===== src/rtl/quaternion_vector_rotate_top_assert.svh =====
// Assertion macros shared by the quaternion vector rotation RTL.
// No dependencies; the including module supplies the clock and reset names.
`ifndef QUATERNION_VECTOR_ROTATE_TOP_ASSERT_SVH
`define QUATERNION_VECTOR_ROTATE_TOP_ASSERT_SVH

// Same-cycle implication, checked out of reset.
`define QVR_ASSERT_IMPL(lbl, clk_s, rstn_s, ante, cons) \
  lbl: assert property (@(posedge clk_s) disable iff (!rstn_s) (ante) |-> (cons)) \
    else $error("qvr: same-cycle check failed");

// Next-cycle implication, checked out of reset.
`define QVR_ASSERT_NEXT(lbl, clk_s, rstn_s, ante, cons) \
  lbl: assert property (@(posedge clk_s) disable iff (!rstn_s) (ante) |=> (cons)) \
    else $error("qvr: next-cycle check failed");

`endif


===== src/rtl/qvr_pkg.sv =====
// Shared types, constants and width helpers for the quaternion vector rotator.
// No dependencies; used by every module under rtl.
package qvr_pkg;

  localparam int VEC_WIDTH_DEF = 16;
  localparam int QUAT_W        = 16;
  localparam int QEXT_W        = QUAT_W + 1;  // holds +32768 after negation
  localparam int OUT_W         = 18;
  localparam int FRAC_BITS     = 15;
  localparam int RND_HALF      = 1 << (FRAC_BITS - 1);
  localparam int REG_IDX_W     = 2;

  localparam logic [REG_IDX_W-1:0] REG_QUAT_REAL = 2'd0;
  localparam logic [REG_IDX_W-1:0] REG_QUAT_X    = 2'd1;
  localparam logic [REG_IDX_W-1:0] REG_QUAT_Y    = 2'd2;
  localparam logic [REG_IDX_W-1:0] REG_QUAT_Z    = 2'd3;

  localparam logic signed [QUAT_W-1:0] QUAT_REAL_RST = 16'sh7FFF;
  localparam logic signed [QUAT_W-1:0] QUAT_IMAG_RST = 16'sh0000;

  localparam logic signed [OUT_W-1:0] ROT_MAX = 18'sh1FFFF;
  localparam logic signed [OUT_W-1:0] ROT_MIN = 18'sh20000;

  typedef struct packed {
    logic signed [QUAT_W-1:0] re;
    logic signed [QUAT_W-1:0] x;
    logic signed [QUAT_W-1:0] y;
    logic signed [QUAT_W-1:0] z;
  } quat_t;

  // Width of the rounded first product q*(0,v).
  function automatic int lift_width(input int vec_w);
    return vec_w + QEXT_W + 2 - FRAC_BITS;
  endfunction

  // Width of the rounded second product p*q'.
  function automatic int proj_width(input int p_w);
    return p_w + QEXT_W + 2 - FRAC_BITS;
  endfunction

  // Sign-extend a quaternion part, negate it for the conjugate.
  function automatic logic signed [QEXT_W-1:0] conj_part(
    input logic signed [QUAT_W-1:0] v,
    input logic                     neg
  );
    logic signed [QEXT_W-1:0] e;
    e = QEXT_W'(v);
    return neg ? -e : e;
  endfunction

endpackage


===== src/rtl/qvr_sat.sv =====
// Output stage: saturate to 18 bits, flag clipping, hold the result register.
// Depends on qvr_pkg.
module qvr_sat #(
  parameter int VEC_WIDTH = qvr_pkg::VEC_WIDTH_DEF,
  localparam int RW = qvr_pkg::proj_width(qvr_pkg::lift_width(VEC_WIDTH))
) (
  input  logic                             clk,
  input  logic                             rst_n,
  input  logic                             in_valid,
  output logic                             in_ready,
  input  logic signed [RW-1:0]             r_x,
  input  logic signed [RW-1:0]             r_y,
  input  logic signed [RW-1:0]             r_z,
  output logic                             out_valid,
  input  logic                             out_ready,
  output logic signed [qvr_pkg::OUT_W-1:0] rot_x,
  output logic signed [qvr_pkg::OUT_W-1:0] rot_y,
  output logic signed [qvr_pkg::OUT_W-1:0] rot_z,
  output logic                             clipped
);

  localparam int OW = qvr_pkg::OUT_W;
  localparam int EW = (RW > OW) ? RW : OW;

  // Returns {clip, value}.
  function automatic logic [OW:0] clamp(input logic signed [RW-1:0] v);
    logic signed [EW-1:0] ext;
    ext = EW'(v);
    if (ext > EW'(qvr_pkg::ROT_MAX)) begin
      clamp = {1'b1, qvr_pkg::ROT_MAX};
    end else if (ext < EW'(qvr_pkg::ROT_MIN)) begin
      clamp = {1'b1, qvr_pkg::ROT_MIN};
    end else begin
      clamp = {1'b0, ext[OW-1:0]};
    end
  endfunction

  logic [OW:0] cx, cy, cz;
  logic signed [OW-1:0] rot_x_r, rot_y_r, rot_z_r;
  logic clipped_r, valid_r, en;

  assign cx = clamp(r_x);
  assign cy = clamp(r_y);
  assign cz = clamp(r_z);

  assign en       = !valid_r || out_ready;
  assign in_ready = en;

  always_ff @(posedge clk) begin
    if (!rst_n) begin
      valid_r <= 1'b0;
    end else if (en) begin
      valid_r <= in_valid;
    end
  end

  always_ff @(posedge clk) begin
    if (en && in_valid) begin
      rot_x_r   <= cx[OW-1:0];
      rot_y_r   <= cy[OW-1:0];
      rot_z_r   <= cz[OW-1:0];
      clipped_r <= cx[OW] | cy[OW] | cz[OW];
    end
  end

  assign out_valid = valid_r;
  assign rot_x     = rot_x_r;
  assign rot_y     = rot_y_r;
  assign rot_z     = rot_z_r;
  assign clipped   = clipped_r;

endmodule


===== config.mk =====
export PLATFORM = sky130hd
export DESIGN_NAME = qvr_sat
export DESIGN_NICKNAME = d
export VERILOG_FILES = /design/src/rtl/quaternion_vector_rotate_top_assert.svh /design/src/rtl/qvr_pkg.sv /design/src/rtl/qvr_sat.sv
export SDC_FILE = /design/constraint.sdc
export NUM_CORES = 1
export LEC_CHECK = 0
export ABC_AREA = 1
export BUFFER_PORTS_ARGS = -buffer_cell sky130_fd_sc_hd__clkbuf_2
export CAP_MARGIN = 30
export CORE_MARGIN = 4
export CORE_UTILIZATION = 40
export DETAILED_ROUTE_END_ITERATION = 6
export GPL_TIMING_DRIVEN = 0
export PLACE_DENSITY_LB_ADDON = 0.12
export SYNTH_ARGS = -nofsm -noshare
export SYNTH_HDL_FRONTEND = slang
export SYNTH_SLANG_ARGS = --single-unit

===== constraint.sdc =====
create_clock -name clk -period 3.8 [get_ports clk]
set_input_delay 0.38 -clock clk [delete_from_list [all_inputs] [get_ports clk]]
set_output_delay 0.38 -clock clk [all_outputs]
set_load 0.1 [all_outputs]

==> results of run 1 <==
## final cells by class
cell class / count / area share, %
tap: 72 / 2.76
clock buffer: 5 / 2.11
multi-input combinational: 142 / 18.1
sequential: 56 / 51.2
inverter: 8 / 0.920
clock inverter: 3 / 0.575
timing repair buffer: 134 / 21.9
buffer: 9 / 2.34
## worst max-delay path, delay by kind of cell (launching register included)
family          cells  cell delay, ns
compound gates      1            0.58
buf+inv             2            0.41
flops               1            0.36
## power groups by stage
stage               Clock, mW  Sequential, mW  Combinational [mW]
floorplan                   0            1.02              0.0704
global placement            0           0.750               0.424
detailed placement          0           0.749               0.437
CTS                     0.328           0.735               0.438
global route            0.352           0.739               0.456
finish                  0.318           0.735               0.433
## cells in the mapped netlist
cell type,count
a21boi_0,1
a21oi_1,1
buf_12,1
buf_4,3
buf_6,2
clkbuf_1,3
dfxtp_1,1
edfxtp_1,55
inv_1,8
nand2_1,117
nand2_2,3
nand2_4,3
nand3_1,3
nand3_2,1
nor2_1,12
nor2_2,1
## how the worst max path moves through the flow
stage               slack (ns)       from        end  cells after the start
floorplan                 1.03  out_valid    clipped                      1
global placement          0.58  out_ready  rot_z[12]                      3
detailed placement        1.97  out_ready  rot_z[14]                      5
CTS                       2.12  out_valid   rot_z[5]                      3
global route              2.05  out_valid   rot_x[6]                      3
finish                    2.15  out_valid   rot_z[5]                      3
## per-stage QoR
step / area [µm²] / setup WS (ns) / utilization (%) / instances
floorplan: 2360 / 1.03 / - / 215
global placement: 3110 / 0.583 / 55.5 / 419
detailed placement: 3180 / 1.97 / 56.6 / 421
CTS: 3260 / 2.12 / 58.2 / 429
global route: 3260 / 2.05 / 58.2 / 429
finish: 3260 / 2.15 / 58.2 / 429
## metal layers
metal | track usage (%) | wire (µm) | vias up
met1 | 16.9 | 1980 | 817
li1 | - | - | 973
met4 | 5.32 | 87 | 0
met2 | 24.6 | 2550 | 92
met3 | 4.32 | 480 | 9
met5 | 0 | 0 | -
## registers in the layout (all words and copies together), names as in the netlist
signal and count:
rot_x 18, clipped 1, out_valid 1, rot_y 18, rot_z 18
## cell usage in the layout, fill, tap and decap left out, drive strengths merged
master / instances
clkinv: 3
inv: 8
nand2: 123
nor2: 13
clkbuf: 140
a21boi: 1
a21oi: 1
dfxtp: 1
nand3: 4
edfxtp: 55
buf: 8
## logic make-up after synthesis
group	share of synthesized area, %
AOI/OAI and AO/OA	0.530
buffers and inverters	4.51
DFF	70.9
and+or+nand+nor	24.1
==> results by group, run 1 <==
Routing
  • DRC viols: 0
  • Antenna Nets Post-Route: 0
  • Final WL: 5.10 mm
  • Wirelength per Cell: 11.9 µm
  • First-pass DRT Iterations: 4
  • Drt via density: 4.41
  • Via count: 1,891
  • Initial DRC count: 72

Synthesis
  • Syn_area_per_cell: ~11 µm²
  • YS warnings: 0
  • Mapped Cells: 215
  • Yosys top cell area share: roughly 70%
  • Synth top area cells: edfxtp_1 (70%), nand2_1 (19%), nor2_1 (1.9%), nand2_4 (1.4%), inv_1 (1.3%)
  • Distinct cells, synth: 16
  • Synthesized net count: around 290
  • Post-Syn Area: 0.00236 mm²
  • Top cell type by total area after synthesis: edfxtp_1
  • Synthesis-stage register bit count: 56
  • Register area share after synthesis: 70.9%

Placement
  • Buffers added on ports: 132
  • DP Wirelength: 4.09 mm
  • GP Congestion: 0.746

Finish
  • Share of layout cells above drive strength 1: approximately 44%
  • # fillers: 532
  • Synth-to-Final Area Change: 38.4%
  • Sequential cell area: 0.00167 mm²
  • Multi-input gate area: approximately 590 µm²
  • Nets: between 400 and 500
  • Antenna cells: 0

Clocking
  • Reg clk slew, reported paths: approximately 0.10 ns
  • Hold_buf cts: 0
  • Clock Sinks: 56
  • Setup bufs post-CTS: 0
  • H-tree Lvls: 2
  • TritonCTS buffer count: 5
  • CTS tree: built
  • Clock buffer depth: 2
  • Clk Latency, worst-skew pair: about 0.30 ns
  • Root buffer cell: clkbuf_8
  • Cts repair resizes: 0

Power and ir drop
  • Clock power frac: 21.4%
  • Total power: 1.49 mW
  • Peak VDD IR: 0.204 mV
  • Internal power: 0.938 mW
  • Cell Pwr Density: 455 mW/mm²
  • Combinational Power Share: 29.2%
  • Seq pwr share: between 40% and 50%
  • Leak pwr: approximately 1.6 nW
  • Switching power share of the total: 36.9%
  • Switch Pwr: 0.549 mW

Critical path
  • Worst r2r dst: rot_z[5]
  • Worst setup path category: reg -> reg
  • Delay of the slowest critical-path stage: 0.58 ns
  • Data arrival, critical path: 1.66 ns
  • CP max-delay cell: a21oi_4
  • Critical path's most frequent cell: buf_16
  • RR Startpoint: out_valid
  • Crit path max fanout: 22
  • R2R depth: 3
  • Reg2Reg Setup Slack: roughly 2.2 ns
  • CP startpoint kind: flip-flop
  • Crit-path cells: a21oi_4 -> buf_16 -> buf_16
  • CP Capture Type: flip-flop
  • Req. time, crit path: 3.82 ns

GRT
  • Pin count of the biggest net entering global routing: 23
  • Global route overflow: 0
  • GR Util All Layers: 14.3%
  • Initial antenna violation count: 0
  • First-pass GRT wire length: 8.13 mm
  • Vias in the first global route: about 1,800

Die
  • Initial core utilization: 42.1%
  • FP Rows: 27
  • Core Region: 0.00561 mm²
  • IO Pins: 133
  • DIE AREA: 0.00719 mm²
  • Die Y: 84.8 µm
  • Die X: about 85 µm

Worst hold path
  • Hold path startpoint: rst_n
  • Worst Hold End: out_valid
  • Hold depth: 2
  • Hold Path Class: in -> reg

STA
  • Clock Skew: 0.00511 ns
  • RSZ-0062 raised after global routing: false
  • Hold slack final: 0.299 ns
  • Final Hold Vio Count: 0
  • Relative slew slack: 53.7%
  • Setup TNS: 0 ns
  • Worst-margin pin slew: 0.693 ns
  • Fin crit share: between 40 and 50%
  • Final min period: 1.65 ns
  • Setup Viol. Count Final: 0
  • Max frequency: just over 600 MHz
  • Slew Limit Fails: 0

Flow run
  • Max-Cap Viols: 0

Status
  • Status: finished, final reports clean
No activity file was read; power rests on OpenSTA's default activity.
==> inputs of run 2 (changes only) <==
- CORE_UTILIZATION: 40 -> 44
- clock period: 3.8 -> 1.55 ns (I/O delays scaled with it)
==> run 2 against run 1 <==
Clock power up 140%. Wire length down 3.1%. Cell area down 0.23%. Critical endpoint is now rot_z[15]. Highest routed layer unchanged. Critical path depth unchanged. Flip-flop and latch count unchanged. Via count down 3.1%. Final cell count down 0.47%.
==> results by group, run 2 (synthesis gave the netlist of run 1 again) <==
GRT
  • Vias in the first global route: 1,684 (was 1,759)
  • Global route overflow: 0 (unchanged)
  • First-pass GRT wire length: 7.65 mm (was 8.13 mm)
  • GR Util All Layers: 15.3% (was 14.3%)
  • Pin count of the biggest net entering global routing: 25 (was 23)
  • Initial antenna violation count: 0 (unchanged)

Routing
  • DRC viols: 0 (unchanged)
  • Drt via density: 4.29 (was 4.41)
  • Wirelength per Cell: 11.6 µm (was 11.9 µm)
  • Via count: 1,832 (was 1,891)
  • Final WL: 4.94 mm (was 5.10 mm)
  • Initial DRC count: 71 (was 72)
  • First-pass DRT Iterations: 4 (unchanged)
  • Antenna Nets Post-Route: 0 (unchanged)

Power and ir drop
  • Internal power: 2.29 mW (was 0.938 mW)
  • Switch Pwr: 1.33 mW (was 0.549 mW)
  • Combinational Power Share: 29.3% (was 29.2%)
  • Cell Pwr Density: 1110 mW/mm² (was 455 mW/mm²)
  • Switching power share of the total: 36.7% (was 36.9%)
  • Peak VDD IR: 0.466 mV (was 0.204 mV)
  • Clock power frac: 21.0% (was 21.4%)
  • Leak pwr: 1.57 nW (was 1.58 nW)
  • Seq pwr share: 49.7% (was 49.4%)

Worst hold path
  • Hold Path Class: in -> reg (unchanged)
  • Worst Hold End: out_valid (unchanged)
  • Hold path startpoint: rst_n (unchanged)
  • Hold depth: 2 (unchanged)

Flow run
  • Max-Cap Viols: 0 (unchanged)

STA
  • Slew Limit Fails: 0 (unchanged)
  • Final min period: 1.44 ns (was 1.65 ns)
  • Clock Skew: 0.00595 ns (was 0.00511 ns)
  • Final Hold Vio Count: 0 (unchanged)
  • RSZ-0062 raised after global routing: false (unchanged)
  • Fin crit share: 93.1% (was 43.4%)
  • Hold slack final: 0.0691 ns (was 0.299 ns)
  • Setup TNS: 0 ns (unchanged)
  • Relative slew slack: 62.7% (was 53.7%)
  • Max frequency: 693 MHz (was 607 MHz)
  • Worst-margin pin slew: 0.561 ns (was 0.693 ns)
  • Final WS setup: 0.107 ns (was 2.15 ns)
  • Setup Viol. Count Final: 0 (unchanged)

Critical path
  • Data arrival, critical path: 1.46 ns (was 1.66 ns)
  • Critical Path Source: out_valid (unchanged)
  • RR Startpoint: out_valid (unchanged)
  • Worst setup path category: reg -> reg (unchanged)
  • Req. time, crit path: 1.56 ns (was 3.82 ns)
  • Worst r2r dst: rot_z[15] (was rot_z[5])
  • R2R depth: 3 (unchanged)
  • CP Capture Type: flip-flop (unchanged)
  • Reg2Reg Setup Slack: 0.11 ns (was 2.15 ns)
  • CP startpoint kind: flip-flop (unchanged)
  • Crit path max fanout: 24 (was 22)

Clocking
  • CTS tree: built (unchanged)
  • Clock buffer depth: 2 (unchanged)
  • Hold_buf cts: 0 (unchanged)
  • Cts repair resizes: 0 (unchanged)
  • Clk Latency, worst-skew pair: 0.30 ns (about the same)
  • Setup bufs post-CTS: 0 (unchanged)
  • TritonCTS buffer count: 5 (unchanged)
  • Clock Sinks: 56 (unchanged)
  • Root buffer cell: clkbuf_8 (unchanged)
  • Reg clk slew, reported paths: 0.09 ns (was 0.10 ns)
  • H-tree Lvls: 2 (unchanged)

Die
  • Core Region: 0.00514 mm² (was 0.00561 mm²)
  • Die Y: 81.2 µm (was 84.8 µm)
  • IO Pins: 133 (unchanged)
  • Die X: 81.2 µm (was 84.8 µm)
  • DIE AREA: 0.00660 mm² (was 0.00719 mm²)
  • Initial core utilization: 45.9% (was 42.1%)
  • FP Rows: 26 (was 27)

Finish
  • Commonest non-fill, non-tap cells in the layout: clkbuf_2 (132), nand2_1 (116), edfxtp_1 (55) (was clkbuf_2 (132), nand2_1 (117), edfxtp_1 (55))
  • Nets: 432 (unchanged)
  • Share of layout cells above drive strength 1: 44.0% (unchanged)
  • Commonest non-fill, non-tap cell in the layout: clkbuf_2 (unchanged)
  • Synth-to-Final Area Change: 38.0% (was 38.4%)
  • Antenna cells: 0 (unchanged)
  • # fillers: 442 (was 532)

Status
  • Status: finished, final reports clean (unchanged)

Placement
  • Buffers added on ports: 132 (unchanged)
  • DP Wirelength: 3.93 mm (was 4.09 mm)
  • GP Congestion: 0.706 (was 0.746)
  • Worst slack, placed: 0.103 ns (was 1.97 ns)
==> run 2: metal layers <==
layer / routed length (µm) / up-vias / GRT usage, %
met2: 2390 / 81 / 25.8
met5: 0 / - / 0
met1: 1950 / 776 / 18.3
met4: 20 / 0 / 4.05
met3: 572 / 2 / 5.99
li1: - / 973 / -
==> run 2: final cells by class <==
type                            count  area [µm²]  share of cell area, %
Buffer                              9        76.3                   2.34
Clock buffer                        6        72.6                   2.23
Clock inverter                      2        11.3                  0.346
Inverter                            8        30.0                  0.922
Multi-Input combinational cell    142         594                   18.3
Sequential cell                    56        1680                   51.5
Tap cell                           70        87.6                   2.69
Timing Repair Buffer              134         708                   21.8
==> run 2: worst max-delay path by stage <==
stage                     end  slack [ns]
floorplan             clipped       -0.30
global placement     rot_z[5]       -0.52
detailed placement   rot_z[5]        0.10
CTS                 rot_z[15]        0.08
global route        rot_z[15]        0.03
finish              rot_z[15]        0.11
==> run 2: per-stage QoR <==
stage	total power [mW]	area, µm²	util (%)	std cells
floorplan	2.67	2380	-	215
global placement	2.88	3120	60.8	417
finish	3.62	3260	63.3	427
detailed placement	2.91	3170	61.7	419
CTS	3.65	3260	63.3	427
global route	3.79	3260	63.3	427
==> run 2: power by group through the flow <==
stage / Clock, mW / Sequential [mW] / Combinational, mW
after floorplan: 0 / 2.49 / 0.175
after global placement: 0 / 1.84 / 1.04
after detailed placement: 0 / 1.84 / 1.07
after CTS: 0.779 / 1.80 / 1.07
after global routing: 0.859 / 1.81 / 1.12
final: 0.762 / 1.80 / 1.06
==> run 2: critical path, stage by stage, from the launching register on <==
cell	delay [ns]
dfxtp_4	0.37
a21oi_4	0.35
buf_12	0.24
buf_16	0.18
